`config.mk`:
```
export PLATFORM = sky130hd
export DESIGN_NAME = countdown_timer_bank_display_flat
export DESIGN_NICKNAME = d
export VERILOG_FILES = /design/src/sv/cdtb_pkg.sv /design/src/sv/cdtb_if.sv /design/src/sv/countdown_timer_bank_display.sv /design/src/flat_wrapper.sv
export VERILOG_INCLUDE_DIRS = /design/src /design/src/sv
export SDC_FILE = /design/constraint.sdc
export NUM_CORES = 1
export LEC_CHECK = 0
export BUFFER_PORTS_ARGS = -buffer_cell sky130_fd_sc_hd__buf_4
export CAP_MARGIN = 20
export CORE_MARGIN = 4
export CORE_UTILIZATION = 31
export CTS_BUF_LIST = sky130_fd_sc_hd__clkbuf_8
export DETAILED_ROUTE_END_ITERATION = 16
export PLACE_DENSITY = 0.52
export SYNTH_ARGS = -nofsm -noshare
export SYNTH_HDL_FRONTEND = slang
export SYNTH_SLANG_ARGS = --single-unit
```
`constraint.sdc`:
```
create_clock -name clk -period 7 [get_ports clk]
set_input_delay 0.7 -clock clk [delete_from_list [all_inputs] [get_ports clk]]
set_output_delay 0.7 -clock clk [all_outputs]
set_load 0.01 [all_outputs]
```
`src/sv/assert_macros.svh`:
```
// assertion helpers, clocked on clk and held off while rst_n is low
`ifndef ASSERT_MACROS_SVH
`define ASSERT_MACROS_SVH

// property must hold at every clock edge outside reset
`define ASSERT_CLK(label, prop, msg) \
  label: assert property (@(posedge clk) disable iff (!rst_n) prop) else $error(msg);

// expression must never be true outside reset
`define ASSERT_NEVER(label, expr, msg) \
  label: assert property (@(posedge clk) disable iff (!rst_n) !(expr)) else $error(msg);

`endif

```
`src/sv/cdtb_pkg.sv`:
```
// ----------------------------------------------------------------------------
// cdtb_pkg
// Shared types, constants and the display conversion for the countdown
// timer bank.
// ----------------------------------------------------------------------------
package cdtb_pkg;

  localparam int ROWS_DEF     = 4;
  localparam int SLOTS_DEF    = 4;
  localparam int RESULT_LIMIT = 16;
  localparam int CNT_W        = $clog2(RESULT_LIMIT + 1);

  localparam int CMD_W   = 2;
  localparam int IDX2_W  = 2;
  localparam int SEC_W   = 16;
  localparam int SHOWN_W = 8;

  localparam logic signed [SEC_W-1:0]   SEC_BLANK   = -16'sd1;
  localparam logic signed [SEC_W-1:0]   SEC_MINUTE  = 16'sd60;
  localparam logic signed [SEC_W-1:0]   SEC_CAP     = 16'sd5940;
  localparam logic signed [SHOWN_W-1:0] SHOWN_BLANK = -8'sd1;
  localparam logic signed [SHOWN_W-1:0] SHOWN_CAP   = 8'sd99;

  // floor(x / 60) as (x * RECIP) >> RECIP_SH, exact for x below 5941
  localparam int          QUO_W    = 13;
  localparam int          RECIP_SH = 20;
  localparam int          PROD_W   = 28;
  localparam logic [14:0] RECIP    = 15'd17477;

  typedef enum logic [CMD_W-1:0] {
    CMD_TICK    = 2'd0,
    CMD_SET     = 2'd1,
    CMD_REFRESH = 2'd2
  } cmd_t;

  typedef enum logic [1:0] {
    ST_IDLE,
    ST_SWEEP,
    ST_FLUSH
  } state_t;

  function automatic logic signed [SHOWN_W-1:0] display_of(
    input logic signed [SEC_W-1:0] secs
  );
    logic [PROD_W-1:0] prod;
    prod = PROD_W'(secs[QUO_W-1:0]) * PROD_W'(RECIP);
    if (secs < 16'sd0) begin
      return SHOWN_BLANK;
    end else if (secs < SEC_MINUTE) begin
      return secs[SHOWN_W-1:0];
    end else if (secs > SEC_CAP) begin
      return SHOWN_CAP;
    end else begin
      return prod[PROD_W-1:RECIP_SH];
    end
  endfunction

endpackage

```
`src/sv/cdtb_if.sv`:
```
// ----------------------------------------------------------------------------
// cdtb_if
// Valid/ready channels of the countdown timer bank: command channel and
// display update channel.
// ----------------------------------------------------------------------------
interface cdtb_in_if import cdtb_pkg::*; ();
  logic                     valid;
  logic                     ready;
  logic [CMD_W-1:0]         command;
  logic [IDX2_W-1:0]        row_index;
  logic [IDX2_W-1:0]        slot_index;
  logic signed [SEC_W-1:0]  seconds_value;

  modport source (output valid, command, row_index, slot_index, seconds_value,
                  input ready);
  modport sink   (input valid, command, row_index, slot_index, seconds_value,
                  output ready);
endinterface

interface cdtb_out_if import cdtb_pkg::*; ();
  logic                      valid;
  logic                      ready;
  logic [IDX2_W-1:0]         out_row;
  logic [IDX2_W-1:0]         out_slot;
  logic signed [SHOWN_W-1:0] shown_value;
  logic                      last_of_run;

  modport source (output valid, out_row, out_slot, shown_value, last_of_run,
                  input ready);
  modport sink   (input valid, out_row, out_slot, shown_value, last_of_run,
                  output ready);
endinterface

```
`src/sv/countdown_timer_bank_display.sv`:
```
// ----------------------------------------------------------------------------
// countdown_timer_bank_display
// Bank of ROWS x SLOTS_PER_ROW countdown timers feeding a departure display.
// ----------------------------------------------------------------------------
// Usage:
//   in_chan carries commands: tick (lower every positive timer by one), set
//   (write one timer) and refresh (report every timer). out_chan carries one
//   display update per transaction: row, slot, shown value and a flag on the
//   final update caused by a command. Unused command codes are dropped.
//   A set's update goes from the pending register to the output register. A tick
//   or refresh walks the timer memory one entry per cycle while out_chan keeps
//   up, and in_chan is not ready again until the walk and its final update are
//   done; the walk rate is set by the single read port of the timer memory and
//   the one shared display conversion unit.
//   Each update is held back by one entry so the final one can be flagged;
//   at most 16 updates are reported per command.
//   Reset (synchronous) blanks every timer at once through per-entry valid
//   bits. When out_chan stalls, the walk pauses on the next reportable
//   timer; the output register frees in_chan from out_chan otherwise.
// ----------------------------------------------------------------------------
`include "assert_macros.svh"

module countdown_timer_bank_display import cdtb_pkg::*; #(
  parameter int ROWS          = ROWS_DEF,
  parameter int SLOTS_PER_ROW = SLOTS_DEF
) (
  input  logic       clk,
  input  logic       rst_n,
  cdtb_in_if.sink    in_chan,
  cdtb_out_if.source out_chan
);

  localparam int COUNT  = ROWS * SLOTS_PER_ROW;
  localparam int IDX_W  = (COUNT > 1) ? $clog2(COUNT) : 1;
  localparam int ROW_W  = (ROWS > 1) ? $clog2(ROWS) : 1;
  localparam int SLOT_W = (SLOTS_PER_ROW > 1) ? $clog2(SLOTS_PER_ROW) : 1;
  localparam int ADDR_CALC_W = 9;

  // timer memory and its valid bits
  logic signed [SEC_W-1:0] mem [COUNT];
  logic [COUNT-1:0]        vld_r;

  state_t                    state_r, state_nxt;
  logic [CMD_W-1:0]          cmd_r;
  logic [IDX_W-1:0]          idx_r;
  logic [ROW_W-1:0]          row_r;
  logic [SLOT_W-1:0]         slot_r;
  logic [CNT_W-1:0]          cnt_r;
  logic signed [SEC_W-1:0]   rd_data_r;
  logic                      rd_vld_r;

  logic                      pend_valid_r;
  logic [IDX2_W-1:0]         pend_row_r;
  logic [IDX2_W-1:0]         pend_slot_r;
  logic signed [SHOWN_W-1:0] pend_shown_r;

  logic                      out_valid_r;
  logic [IDX2_W-1:0]         out_row_r;
  logic [IDX2_W-1:0]         out_slot_r;
  logic signed [SHOWN_W-1:0] out_shown_r;
  logic                      out_last_r;

  logic                      in_fire;
  logic                      set_ok;
  logic [ADDR_CALC_W-1:0]    set_addr_full;
  logic [IDX_W-1:0]          set_addr;
  logic signed [SEC_W-1:0]   entry;
  logic signed [SEC_W-1:0]   dec;
  logic                      is_tick;
  logic                      report;
  logic                      take;
  logic                      out_free;
  logic                      last_idx;
  logic signed [SEC_W-1:0]   unit_in;
  logic signed [SHOWN_W-1:0] shown_res;

  // sequencer controls
  logic                      start_set;
  logic                      start_sweep;
  logic                      advance;
  logic                      pend_load;
  logic                      push;
  logic                      push_last;
  logic                      wr_en;
  logic [IDX_W-1:0]          wr_addr;
  logic signed [SEC_W-1:0]   wr_data;
  logic                      rd_en;
  logic [IDX_W-1:0]          rd_addr;

  assign in_fire = in_chan.valid & in_chan.ready;
  assign set_ok  = (5'(in_chan.row_index) < 5'(ROWS))
                && (5'(in_chan.slot_index) < 5'(SLOTS_PER_ROW));
  assign set_addr_full = ADDR_CALC_W'(in_chan.row_index) * ADDR_CALC_W'(SLOTS_PER_ROW)
                       + ADDR_CALC_W'(in_chan.slot_index);
  assign set_addr = set_addr_full[IDX_W-1:0];

  // a never-written entry reads as blank
  assign entry    = rd_vld_r ? rd_data_r : SEC_BLANK;
  assign dec      = entry - 16'sd1;
  assign is_tick  = (cmd_r == CMD_TICK);
  assign report   = is_tick ? (entry > 16'sd0) : 1'b1;
  assign take     = report && (cnt_r < CNT_W'(RESULT_LIMIT));
  assign out_free = !out_valid_r || out_chan.ready;
  assign last_idx = (idx_r == IDX_W'(COUNT - 1));

  // shared display conversion unit
  assign unit_in   = (state_r == ST_IDLE) ? in_chan.seconds_value
                   : (is_tick ? dec : entry);
  assign shown_res = display_of(unit_in);

  always_comb begin
    state_nxt   = state_r;
    start_set   = 1'b0;
    start_sweep = 1'b0;
    advance     = 1'b0;
    pend_load   = 1'b0;
    push        = 1'b0;
    push_last   = 1'b0;
    wr_en       = 1'b0;
    wr_addr     = idx_r;
    wr_data     = dec;
    rd_en       = 1'b0;
    rd_addr     = '0;
    unique case (state_r)
      ST_IDLE: begin
        if (in_fire) begin
          priority case (in_chan.command)
            CMD_SET: begin
              start_set = set_ok;
              wr_en     = set_ok;
              wr_addr   = set_addr;
              wr_data   = in_chan.seconds_value;
              state_nxt = ST_FLUSH;
            end
            CMD_TICK, CMD_REFRESH: begin
              start_sweep = 1'b1;
              rd_en       = 1'b1;
              state_nxt   = ST_SWEEP;
            end
            default: state_nxt = ST_IDLE;
          endcase
        end
      end
      ST_SWEEP: begin
        // hold on a reportable entry while the previous one cannot leave
        advance   = !(take && pend_valid_r && !out_free);
        pend_load = advance && take;
        push      = pend_load && pend_valid_r;
        wr_en     = advance && is_tick && (entry > 16'sd0);
        if (advance) begin
          if (last_idx) begin
            state_nxt = ST_FLUSH;
          end else begin
            rd_en   = 1'b1;
            rd_addr = idx_r + IDX_W'(1);
          end
        end
      end
      ST_FLUSH: begin
        if (!pend_valid_r) begin
          state_nxt = ST_IDLE;
        end else if (out_free) begin
          push      = 1'b1;
          push_last = 1'b1;
          state_nxt = ST_IDLE;
        end
      end
      default: state_nxt = ST_IDLE;
    endcase
  end

  always_ff @(posedge clk) begin
    if (!rst_n) begin
      state_r      <= ST_IDLE;
      vld_r        <= '0;
      pend_valid_r <= 1'b0;
      out_valid_r  <= 1'b0;
      cnt_r        <= '0;
      idx_r        <= '0;
      row_r        <= '0;
      slot_r       <= '0;
    end else begin
      state_r <= state_nxt;
      if (wr_en) begin
        vld_r[wr_addr] <= 1'b1;
      end
      if (start_sweep) begin
        idx_r  <= '0;
        row_r  <= '0;
        slot_r <= '0;
        cnt_r  <= '0;
      end else if (advance) begin
        idx_r <= idx_r + IDX_W'(1);
        if (slot_r == SLOT_W'(SLOTS_PER_ROW - 1)) begin
          slot_r <= '0;
          row_r  <= row_r + ROW_W'(1);
        end else begin
          slot_r <= slot_r + SLOT_W'(1);
        end
        if (pend_load) begin
          cnt_r <= cnt_r + CNT_W'(1);
        end
      end
      if (start_set || pend_load) begin
        pend_valid_r <= 1'b1;
      end else if (push_last) begin
        pend_valid_r <= 1'b0;
      end
      if (push) begin
        out_valid_r <= 1'b1;
      end else if (out_chan.ready) begin
        out_valid_r <= 1'b0;
      end
    end
  end

  // payload registers
  always_ff @(posedge clk) begin
    if (in_fire) begin
      cmd_r <= in_chan.command;
    end
    if (start_set) begin
      pend_row_r   <= in_chan.row_index;
      pend_slot_r  <= in_chan.slot_index;
      pend_shown_r <= shown_res;
    end else if (pend_load) begin
      pend_row_r   <= IDX2_W'(row_r);
      pend_slot_r  <= IDX2_W'(slot_r);
      pend_shown_r <= shown_res;
    end
    if (push) begin
      out_row_r   <= pend_row_r;
      out_slot_r  <= pend_slot_r;
      out_shown_r <= pend_shown_r;
      out_last_r  <= push_last;
    end
  end

  // timer memory: one write port, one registered read port
  always_ff @(posedge clk) begin
    if (wr_en) begin
      mem[wr_addr] <= wr_data;
    end
    if (rd_en) begin
      rd_data_r <= mem[rd_addr];
      rd_vld_r  <= vld_r[rd_addr];
    end
  end

  assign in_chan.ready        = (state_r == ST_IDLE);
  assign out_chan.valid       = out_valid_r;
  assign out_chan.out_row     = out_row_r;
  assign out_chan.out_slot    = out_slot_r;
  assign out_chan.shown_value = out_shown_r;
  assign out_chan.last_of_run = out_last_r;

  `ASSERT_NEVER(a_idle_no_pending, (state_r == ST_IDLE) && pend_valid_r, "update left pending while idle")
  `ASSERT_NEVER(a_cnt_limit, cnt_r > CNT_W'(RESULT_LIMIT), "update count beyond limit")
  `ASSERT_CLK(a_last_ends_run, push_last |=> (state_r == ST_IDLE), "final update did not end the command")
  `ASSERT_CLK(a_stall_only_on_busy_out, ((state_r == ST_SWEEP) && !advance) |-> (out_valid_r && !out_chan.ready), "walk paused with a free output register")

endmodule

```
`src/flat_wrapper.sv`:
```
// flat-port wrapper written by rule: the top's interface ports become plain ports
module countdown_timer_bank_display_flat import cdtb_pkg::*;
#(
  parameter int ROWS          = ROWS_DEF,
  parameter int SLOTS_PER_ROW = SLOTS_DEF
)
  (clk, rst_n, in_chan_valid, in_chan_command, in_chan_row_index, in_chan_slot_index, in_chan_seconds_value, in_chan_ready, out_chan_valid, out_chan_out_row, out_chan_out_slot, out_chan_shown_value, out_chan_last_of_run, out_chan_ready);
  cdtb_in_if in_chan_i ();
  cdtb_out_if out_chan_i ();
  input  logic clk;
  input  logic rst_n;
  input wire logic [$bits(in_chan_i.valid)-1:0] in_chan_valid;
  input wire logic [$bits(in_chan_i.command)-1:0] in_chan_command;
  input wire logic [$bits(in_chan_i.row_index)-1:0] in_chan_row_index;
  input wire logic [$bits(in_chan_i.slot_index)-1:0] in_chan_slot_index;
  input wire logic [$bits(in_chan_i.seconds_value)-1:0] in_chan_seconds_value;
  output wire logic [$bits(in_chan_i.ready)-1:0] in_chan_ready;
  output wire logic [$bits(out_chan_i.valid)-1:0] out_chan_valid;
  output wire logic [$bits(out_chan_i.out_row)-1:0] out_chan_out_row;
  output wire logic [$bits(out_chan_i.out_slot)-1:0] out_chan_out_slot;
  output wire logic [$bits(out_chan_i.shown_value)-1:0] out_chan_shown_value;
  output wire logic [$bits(out_chan_i.last_of_run)-1:0] out_chan_last_of_run;
  input wire logic [$bits(out_chan_i.ready)-1:0] out_chan_ready;
  assign in_chan_i.valid = in_chan_valid;
  assign in_chan_i.command = in_chan_command;
  assign in_chan_i.row_index = in_chan_row_index;
  assign in_chan_i.slot_index = in_chan_slot_index;
  assign in_chan_i.seconds_value = in_chan_seconds_value;
  assign in_chan_ready = in_chan_i.ready;
  assign out_chan_valid = out_chan_i.valid;
  assign out_chan_out_row = out_chan_i.out_row;
  assign out_chan_out_slot = out_chan_i.out_slot;
  assign out_chan_shown_value = out_chan_i.shown_value;
  assign out_chan_last_of_run = out_chan_i.last_of_run;
  assign out_chan_i.ready = out_chan_ready;
  countdown_timer_bank_display #(.ROWS(ROWS), .SLOTS_PER_ROW(SLOTS_PER_ROW)) u_core (.clk(clk), .rst_n(rst_n), .in_chan(in_chan_i), .out_chan(out_chan_i));
endmodule
```
-- Yosys cells after proc, flatten, opt, wreduce, memory -nomap -nowiden
Memory sizes are Yosys's and may differ from the RTL's. A register that Yosys moved wholly into a read port is not among the register bits.
Index checks and enable logic that the tools add are counted.
- eq/ne operators: 10
- multipliers: 1
- reductions and logical operators: 24
- bitwise gates (word level): 3
- mux-type cells: 56
- $lt $le $gt $ge: 8
- add/subtract/negate cells: 6
- operators with widths (operator ; number):
    $mux 16 ; 6
    $mux 8 ; 5
    $mul 13x15->28 const B ; 1
    $mux 4 ; 6
    $mux 1 ; 22
    $mux 2 ; 10
    $gt 16x1->1 const B ; 1
    $gt 16x14->1 const B ; 1
    $lt 16x1->1 const B ; 1
    $lt 16x7->1 const B ; 1
    $or 16x16->16 ; 1
    $sub 16x2->16 const B ; 1
    $lt 4x5->1 const B ; 2
    $logic_and 1x1->1 ; 8
    $eq 2x2->1 const B ; 3
    $logic_not 2->1 ; 3
    $pmux 1 s2 ; 3
    $pmux 2 s3 ; 1
    $reduce_bool 2->1 ; 3
    $add 5x1->5 const B ; 1
    $lt 5x5->1 const B ; 1
    $add 2x1->2 const B ; 2
    $add 4x1->4 const B ; 1
    $add 4x2->4 ; 1
    16 further kinds ; 23
- memory bits (writable): 256
- bits of input ports: 26
- bits in registers: 61
- memories: 1
- output and inout port bits: 15
- memory list (memory ; depth ; bits a word ; read ports ; clocked after memory_dff ; wr ports ; line ; text):
    u_core.mem ; 16 ; 16 ; 1 ; 1 ; 1 ; countdown_timer_bank_display.sv:40 ; logic signed [SEC_W-1:0] mem [COUNT];

-- Depth between registers and ports, before layout
Gate-level depths: netlist of run 1.
- word-level depth: 12
- gate-level depth with buffers: 29
- depth with buffers taken out: 26

-- Worst setup path before layout of run 1
No wires, ideal clock.
- kind: register -> register
- start point: register u_core.rd_vld_r
- end point: register u_core.pend_shown_r[7], data pin
- data arrival time: 5.687 ns
- path buffers: 3
- library setup time: 0.259 ns
- stages on the path, launching flop included: 26
- setup slack: 1.054 ns
- cell sequence: edfxtp_1 -> buf_4 -> clkbuf_1 -> nor2b_1 -> ha_1 -> buf_2 -> and4bb_1 -> nand4_1 -> xnor2_1 -> o21ai_0 -> ha_1 -> inv_1 -> fa_1 -> fa_1 -> inv_1 -> fa_1 -> ha_1 -> a21oi_1 -> o21ai_0 -> o221ai_1 -> nand3b_1 -> a211o_1 -> a21oi_2 -> nor2_1 -> o21a_1 -> o31a_1
- longest elaborated chain between the ends: 10
- elaborated cells between the ends (all ways): 13
- those cells by class: 1 x add/sub; 1 x mul; 3 x order compare; 8 x mux
- ends and longest elaborated chain (what ; line ; text):
    start: declaration ; countdown_timer_bank_display.sv:50 ; logic rd_vld_r;
    start signal: assignment ; countdown_timer_bank_display.sv:246 ; rd_vld_r <= vld_r[rd_addr];
    $mux 16 (*) ; countdown_timer_bank_display.sv:98 ; assign entry = rd_vld_r ? rd_data_r : SEC_BLANK;
    $sub 16x2->16 ; countdown_timer_bank_display.sv:99 ; assign dec = entry - 16'sd1;
    $mux 16 (*) ; countdown_timer_bank_display.sv:108 ; : (is_tick ? dec : entry);
    $mux 16 (*) ; countdown_timer_bank_display.sv:107 ; assign unit_in = (state_r == ST_IDLE) ? in_chan.seconds_value
    $mul 13x15->28 or $gt 16x14->1 (tied branches) ; cdtb_pkg.sv:46, cdtb_pkg.sv:51 ;
    $mux 8 ; cdtb_pkg.sv:51 ; end else if (secs > SEC_CAP) begin
    $mux 8 ; cdtb_pkg.sv:49 ; end else if (secs < SEC_MINUTE) begin
    $mux 8 (*) ; cdtb_pkg.sv:47 ; if (secs < 16'sd0) begin
    $mux 8 ; countdown_timer_bank_display.sv:226 ; end else if (pend_load) begin
    $mux 8 (*) ; countdown_timer_bank_display.sv:222 ; if (start_set) begin
    end signal: assignment ; countdown_timer_bank_display.sv:225 ; pend_shown_r <= shown_res;
    end signal: assignment ; countdown_timer_bank_display.sv:229 ; pend_shown_r <= shown_res;
    end: declaration ; countdown_timer_bank_display.sv:55 ; logic signed [SHOWN_W-1:0] pend_shown_r;
Every way passes the cells marked *; elsewhere a longest branch is shown, timed or not. The select of a mux whose other input is x is not followed.
A chain may end at the register's enable or synchronous reset.

-- Worst setup path in the final report of run 1
- start point: register u_core.rd_data_r[0], read port of u_core.mem
- end point: register u_core.pend_shown_r[7], data pin
- longest elaborated chain between the ends: 10
- elaborated cells between the ends (all ways): 13
- those cells by class: 1 x add/sub; 1 x mul; 3 x order compare; 8 x mux
- ends and longest elaborated chain (what ; line ; text):
    start: declaration ; countdown_timer_bank_display.sv:49 ; logic signed [SEC_W-1:0] rd_data_r;
    $mux 16 (*) ; countdown_timer_bank_display.sv:98 ;
    $sub 16x2->16 ; countdown_timer_bank_display.sv:99 ;
    $mux 16 (*) ; countdown_timer_bank_display.sv:108 ;
    $mux 16 (*) ; countdown_timer_bank_display.sv:107 ;
    $mul 13x15->28 or $gt 16x14->1 (tied branches) ; cdtb_pkg.sv:46, cdtb_pkg.sv:51 ;
    $mux 8 ; cdtb_pkg.sv:51 ;
    $mux 8 ; cdtb_pkg.sv:49 ;
    $mux 8 (*) ; cdtb_pkg.sv:47 ;
    $mux 8 ; countdown_timer_bank_display.sv:226 ;
    $mux 8 (*) ; countdown_timer_bank_display.sv:222 ;
Marks and branches as above.

==> impl_metrics.csv, run 1 <==
group,metric,value,unit
routing,via_per_inst,4.892,
sta,relSlewSlack,22.56,%
die,start_util,31.59,%
synthesis,syn_area_per_cell,13.46,um2
synthesis,synth-edff-count,300,
grt,grt_pass1_vias,9857,
layout,finalNonFillerCells,2000,
layout,final_common_cell,"edfxtp_1",
critical_path,timing.rr.start,"u_core.rd_data_r[0]$_DFFE_PP_",
die,dieArea,0.05525,mm2
die,io_pins,41,
routing,wl,39.45,mm
synthesis,synth_top_area_share,56.37,%
placed_design,place_inst,1889,
hold_path,hold_depth,1,
clock_tree,cts_buffer_depth,3,
clock_tree,cts_resized,0,
layout,n_antenna_cell,0,
critical_path,startpoint_type,"register",
grt,grt.total_usage,13.85,%
clock_tree,clk_pin_slew,60,ps
clock_tree,cts_tree,"done",
grt,grt_pass1_wl,59.26,mm
routing,drtPass1Iterations,5,
routing,routedWlPerCell,19.72,um
power_and_ir_drop,max-vdd-ir-drop,0.1195,mV
critical_path,regToRegSetupSlack,780,ps
placed_design,place_congestion,0.8312,
sta,setup_violations,0,
hold_path,hp-start,"in_chan_command[1]",
sta,hold_viol,0,
layout,final_area,0.01846,mm2
synthesis,ys_seq_area_share,60.51,%
layout,layout-drive-gt1-share,15.36,%
synthesis,yosysWarnings,0,
power_and_ir_drop,leakagePower,6.270,nW
die,die_y,235.0,um
grt,antenna_found_initial,0,
synthesis,synthFlopType,"edfxtp_1",
routing,drc,0,
layout,final_cell_mix,"edfxtp_1 (300), mux2i_1 (159), nand2_1 (100), nor2_1 (99), buf_4 (80)",
layout,n_fill_cell,4853,
run_status,outcome,"finished clean",
sta,drv_slew,0,
sta,period_minus_slack,6219,ps
critical_path,reg2reg_depth,26,
critical_path,worstSetupPathType,"register to register",
critical_path,r2r_end,"u_core.pend_shown_r[7]$_SDFFCE_PN1P_",
sta,post-route-period-util,88.85,%
hold_path,hold_end,"u_core.cmd_r[1]$_DFFE_PP_",
placed_design,portBuffers,40,
hold_path,min_path_type,"input pin to register",
power_and_ir_drop,p_per_area,294.5,mW/mm2
synthesis,ys_async_sr_fraction,0,%
critical_path,crit_slowest_cell,"fa_1",
job,cap_violations,0,
routing,wl_met2,17.88,mm
routing,drt-initial-drc-count,562,
routing,dr.max_layer_used,"met4",
die,die_x,235.0,um
sta,grt_setup_unrepaired,"false",
routing,met1_length,18.52,mm
clock_tree,clkLatencyLatePin,640,ps
critical_path,setup.worst_path.end_class,"register",
sta,fmax,0.1608,GHz
clock_tree,postCtsSetupBuffers,0,
synthesis,yosysUniqueCellTypes,73,
synthesis,synth_fp_nets,1303,
synthesis,synth_area_leaders,"edfxtp_1 (56%), mux2i_1 (10%), ha_1 (5.7%)",
clock_tree,htreeDepth,2,
clock_tree,cts_root_buf,"clkbuf_8",
routing,vias,9784,
synthesis,ys_ff_latch,333,
critical_path,arrival,6580,ps
routing,final_antenna_net_count,0,
sta,finClkSkew,36.50,ps
die,coreArea,0.05058,mm2
grt,grt_max_degree,94,
grt,grt-ovfl-total,0,
critical_path,cp_max_fo,9,
placed_design,detailed_place_hpwl,25.30,mm
critical_path,cp.required,7360,ps
placed_design,dpl-instance-area,0.01726,mm2
layout,layout.nets,1397,
synthesis,synth_area,0.01598,mm2
clock_tree,ctsHoldBuffers,0,
synthesis,yosys.area.top_type,"edfxtp_1",
clock_tree,cts_buffers,58,
critical_path,critPathTopFamily,"adder cells",
routing,met3_length,2.051,mm
sta,fin_setup_tns,0,ps
sta,whs,254.2,ps
critical_path,path_buf_inv,4,
layout,area_delta_synth_final,15.50,%
synthesis,syn_inst,1187,
critical_path,cpPeakStageDelay,470,ps
clock_tree,clock-sinks,333,
sta,worst_pin_slew,1162,ps
die,rows,82,
-- how the worst max path moves through the flow --
stage / from / to / slack (ps) / depth (start not counted)
2_1_floorplan: u_core.rd_vld_r$_DFFE_PP_ / u_core.pend_shown_r[7]$_SDFFCE_PN1P_ / 1050 / 25
3_3_place_gp: u_core.rd_data_r[0]$_DFFE_PP_ / u_core.pend_shown_r[7]$_SDFFCE_PN1P_ / 890 / 23
3_5_place_dp: u_core.rd_data_r[0]$_DFFE_PP_ / u_core.pend_shown_r[7]$_SDFFCE_PN1P_ / 790 / 23
4_1_cts: u_core.rd_data_r[0]$_DFFE_PP_ / u_core.pend_shown_r[7]$_SDFFCE_PN1P_ / 760 / 23
5_1_grt: u_core.rd_data_r[0]$_DFFE_PP_ / u_core.pend_shown_r[6]$_SDFFCE_PN1P_ / 230 / 23
6_report: u_core.rd_data_r[0]$_DFFE_PP_ / u_core.pend_shown_r[7]$_SDFFCE_PN1P_ / 780 / 26
-- cell families (layout without fill, tap and decap cells) --
family	Yosys count	in the layout	share of synthesized area, %
flip-flops	333	333	60.51
AND/OR/NAND/NOR	316	316	9.482
multiplexers	160	160	10.03
AO/OA/AOI/OAI	143	143	6.898
buffers and inverters	107	248	3.155
adder cells (fa/ha/maj)	90	90	7.845
XOR/XNOR	38	38	2.083
-- cell type report --
| cell class | instances | area, um2 | share of cell area [%] |
|---|---|---|---|
| Sequential cell | 333 | 9671 | 52.40 |
| Inverter | 55 | 206.4 | 1.119 |
| Clock buffer | 61 | 839.6 | 4.549 |
| Clock inverter | 46 | 286.5 | 1.552 |
| Timing Repair Buffer | 86 | 745.7 | 4.040 |
| Multi-Input combinational cell | 747 | 5867 | 31.79 |
| Tap cell | 672 | 840.8 | 4.556 |
-- cells in the mapped netlist (3+ instances only) --
cell / number
edfxtp_1: 300
mux2i_1: 159
nor2_1: 115
nand2_1: 100
ha_1: 73
inv_1: 53
a221oi_1: 35
dfxtp_1: 33
a21oi_1: 24
xnor2_1: 22
a32oi_1: 21
clkbuf_1: 20
o21ai_0: 20
fa_1: 17
xor2_1: 16
nor3_1: 15
buf_2: 13
nand4_1: 12
buf_4: 11
nor2b_1: 11
nand3_1: 9
nor3b_1: 9
or3_1: 7
buf_6: 6
nand2b_1: 6
a31oi_1: 5
and2_1: 5
and3_1: 4
o21a_1: 4
o311ai_1: 4
nor4b_2: 3
o22a_1: 3
-- metrics by stage --
stage	utilization (%)	setup WS [ps]	total power, W
6_report	36.49	780.8	0.005435
5_1_grt	36.49	231.1	0.005817
4_1_cts	36.35	763.1	0.005519
3_5_place_dp	34.12	786.1	0.003766
3_3_place_gp	33.99	886.0	0.003739
2_1_floorplan	-	1054	0.003340
-- sequential cells by signal (all words and copies together), names as in the netlist --
| signal | flops |
|---|---|
| u_core.out_chan.shown_value | 8 |
| u_core.row_r | 2 |
| u_core.out_chan.last_of_run | 1 |
| u_core.cnt_r | 5 |
| u_core.mem | 256 |
| u_core.pend_shown_r | 8 |
| u_core.pend_slot_r | 2 |
| u_core.rd_vld_r | 1 |
| u_core.state_r | 2 |
| u_core.out_chan.valid | 1 |
| u_core.out_chan.out_slot | 2 |
| u_core.cmd_r | 2 |
| u_core.vld_r | 16 |
| u_core.out_chan.out_row | 2 |
| u_core.rd_data_r | 16 |
| u_core.pend_valid_r | 1 |
| u_core.slot_r | 2 |
| u_core.idx_r | 4 |
| u_core.pend_row_r | 2 |
-- routing by layer --
| layer | up-vias | global-route usage, % |
|---|---|---|
| met5 | - | 0 |
| met4 | 0 | 5.030 |
| met3 | 67 | 2.732 |
| met2 | 253 | 21.79 |
| met1 | 4807 | 19.10 |
| li1 | 4657 | - |
-- power breakdown --
group / leakage, nW / internal, W / total [W] / switching [W]
sequential: 2.93 / 0.00227 / 0.00231 / 0.0000385
combinational: 2.70 / 0.000561 / 0.00141 / 0.000851
clock: 0.634 / 0.000920 / 0.00172 / 0.000797
total: 6.27 / 0.00375 / 0.00544 / 0.00169
(Power assumes the default switching activity.)
==> run 2, diff against run 1 <==
ABC_AREA = 1   (was default)
==> run 2 against run 1 <==
Against the previous run:
- non-clock buffer count fell by 19
- via count is 36% higher
- area after synthesis is 9.3% higher
- critical path depth grew 5
- design area up 6.3%
- worst hold slack better by 5.4 ps
- count of clock-buffer cells in the layout decreased by 5
- global-route usage grew 2.4 points
- synthesized cell count up 56%
==> impl_metrics.csv, run 2 <==
group,metric,value,unit
run_status,outcome,"finished clean",
clock_tree,postCtsSetupBuffers,0,
synthesis,synth_area,0.01747,mm2
sta,relSlewSlack,26.40,%
clock_tree,cts_buffers,55,
die,io_pins,41,
hold_path,min_path_type,"input pin to register",
critical_path,cp_max_fo,16,
placed_design,place_congestion,0.8570,
clock_tree,clock-sinks,333,
routing,final_antenna_net_count,0,
clock_tree,cts_root_buf,"clkbuf_8",
critical_path,regToRegSetupSlack,800,ps
synthesis,yosysWarnings,0,
synthesis,syn_inst,1850,
synthesis,synth_top_area_share,51.56,%
job,cap_violations,0,
critical_path,worstSetupPathType,"register to register",
critical_path,arrival,6590,ps
synthesis,ys_ff_latch,333,
critical_path,critPathTopFamily,"adder cells",
clock_tree,ctsHoldBuffers,0,
synthesis,yosysUniqueCellTypes,41,
sta,worst_pin_slew,1103,ps
layout,regMostFlops,"u_core.mem",
layout,largest_reg_flops,256,
clock_tree,htreeDepth,2,
grt,grt_pass1_vias,12970,
grt,grt-ovfl-total,0,
sta,fin_setup_tns,0,ps
placed_design,portBuffers,40,
critical_path,crit_slowest_cell,"edfxtp_1",
synthesis,ys_seq_area_share,55.34,%
die,dieArea,0.06023,mm2
synthesis,synthTopCellsByCount,"inv_1 (313), edfxtp_1 (300), nand3_1 (273)",
layout,final_common_cell,"inv_1",
layout,top_regs,"u_core.mem (256), u_core.rd_data_r (16), u_core.vld_r (16)",
layout,layout.nets,2002,
layout,final_cell_mix,"inv_1 (337), edfxtp_1 (300), nand3_1 (273), nand2_1 (259), nor2_1 (134)",
routing,routedWlPerCell,18.52,um
sta,post-route-period-util,88.52,%
critical_path,setup.worst_path.end_class,"register",
critical_path,cpPeakStageDelay,680,ps
routing,drtPass1Iterations,6,
grt,grt.total_usage,16.26,%
sta,finClkSkew,22.32,ps
critical_path,r2r_end,"u_core.pend_shown_r[5]$_SDFFCE_PN1P_",
critical_path,critPathCapture,"u_core.pend_shown_r[5]$_SDFFCE_PN1P_",
clock_tree,cts_tree,"done",
sta,hold_viol,0,
synthesis,synth-edff-count,300,
die,rows,86,
synthesis,synth_fp_nets,1966,
clock_tree,cts_resized,0,
grt,grt_max_degree,82,
critical_path,reg2reg_depth,31,
sta,setup_violations,0,
routing,via_per_inst,4.966,
placed_design,detailed_place_hpwl,29.81,mm
layout,area_delta_synth_final,12.27,%
routing,drc,0,
critical_path,startpoint_type,"register",
sta,fmax,0.1614,GHz
critical_path,cp.required,7390,ps
critical_path,timing.rr.start,"u_core.rd_vld_r$_DFFE_PP_",
critical_path,critPathLaunch,"u_core.rd_vld_r$_DFFE_PP_",
clock_tree,clk_pin_slew,60,ps
sta,period_minus_slack,6196,ps
clock_tree,clkLatencyLatePin,650,ps
synthesis,synthFlopType,"edfxtp_1",
clock_tree,cts_buffer_depth,3,
sta,drv_slew,0,
critical_path,cpMostUsedCell,"nand2_1",
die,coreArea,0.05542,mm2
synthesis,yosys.area.top_type,"edfxtp_1",
critical_path,path_buf_inv,6,
grt,antenna_found_initial,0,
synthesis,syn_area_per_cell,9.445,um2
layout,n_fill_cell,5605,
synthesis,ys_async_sr_fraction,0,%
die,die_x,245.4,um
layout,n_antenna_cell,0,
routing,drt-initial-drc-count,1027,
routing,wl,49.61,mm
sta,grt_setup_unrepaired,"false",
synthesis,yosysMostFrequentCell,"inv_1",
synthesis,synth_area_leaders,"edfxtp_1 (52%), nand3_1 (7.8%), inv_1 (6.7%)",
layout,layout-drive-gt1-share,9.943,%
grt,grt_pass1_wl,76.63,mm
die,start_util,31.53,%
die,die_y,245.4,um
critical_path,cp.depth,31,
routing,vias,13300,
run 2: cell count changes after synthesis, sizes merged, moves of 47 or more:
cell / change
o21ai: +47
mux2i: -159
nand4: +105
nand2: +162
inv: +263
a21oi: +48
nand3: +267
run 2: worst reg2reg max path: cells and delay by family (launching register included):
family | cells | cell delay, ps
buffers and inverters | 6 | 560
AND/OR/NAND/NOR | 17 | 1730
adder cells (fa/ha/maj) | 6 | 2330
flip-flops | 1 | 680
AO/OA/AOI/OAI | 2 | 660
run 2: layout make-up:
| type | count | area, um2 | area share [%] |
|---|---|---|---|
| Sequential cell | 333 | 9669 | 49.29 |
| Inverter | 320 | 1204 | 6.136 |
| Multi-Input combinational cell | 1109 | 6237 | 31.80 |
| Clock buffer | 56 | 770.7 | 3.929 |
| Clock inverter | 46 | 222.7 | 1.135 |
| Timing Repair Buffer | 67 | 576.8 | 2.940 |
| Tap cell | 748 | 935.9 | 4.771 |
run 2: how the worst min path moves through the flow:
stage / start / endpoint / slack [ps] / depth (start not counted)
floorplan: u_core.pend_row_r[0]$_DFFE_PP_ / u_core.out_chan.out_row[0]$_DFFE_PP_ / 400 / 0
global placement: u_core.pend_slot_r[0]$_DFFE_PP_ / u_core.out_chan.out_slot[0]$_DFFE_PP_ / 400 / 0
detailed placement: u_core.pend_shown_r[7]$_SDFFCE_PN1P_ / u_core.out_chan.shown_value[7]$_DFFE_PP_ / 400 / 0
CTS: in_chan_command[1] / u_core.cmd_r[1]$_DFFE_PP_ / 200 / 1
global route: in_chan_command[1] / u_core.cmd_r[1]$_DFFE_PP_ / 230 / 1
finish: in_chan_command[1] / u_core.cmd_r[1]$_DFFE_PP_ / 260 / 1
run 2: metrics by stage:
step | setup slack [ps] | hold WS [ps] | cell area [um2] | utilization [%] | instances
floorplan | 1778 | 400.3 | 17470 | - | 1850
global placement | 935.4 | 400.7 | 18500 | 33.39 | 2571
detailed placement | 831.7 | 404.5 | 18540 | 33.46 | 2573
CTS | 827.6 | 197.7 | 19540 | 35.25 | 2675
global route | 132.6 | 230.7 | 19620 | 35.40 | 2679
finish | 803.9 | 259.6 | 19620 | 35.40 | 2679
run 2: logic make-up (layout without fill, tap and decap cells):
logic type | count (synthesis) | after routing | synth area share (%)
AO/OA/AOI/OAI | 159 | 159 | 4.769
XOR/XNOR | 9 | 9 | 0.4512
adder cells (fa/ha/maj) | 90 | 90 | 7.175
flip-flops | 333 | 333 | 55.34
AND/OR/NAND/NOR | 851 | 851 | 23.11
buffers and inverters | 408 | 489 | 9.159
run 2: layer usage:
layer  GRT usage, %  up-vias  wire length (um)
li1               -     6357                 -
met1          22.56     6443             22690
met2          26.42      399             22820
met3          2.257      105              2756
met4          5.223        0              1348
met5              0        -                 0
Power of run 2 is not shown: default switching activity piles up to over one toggle a cycle in this logic, so the estimate is an artifact.
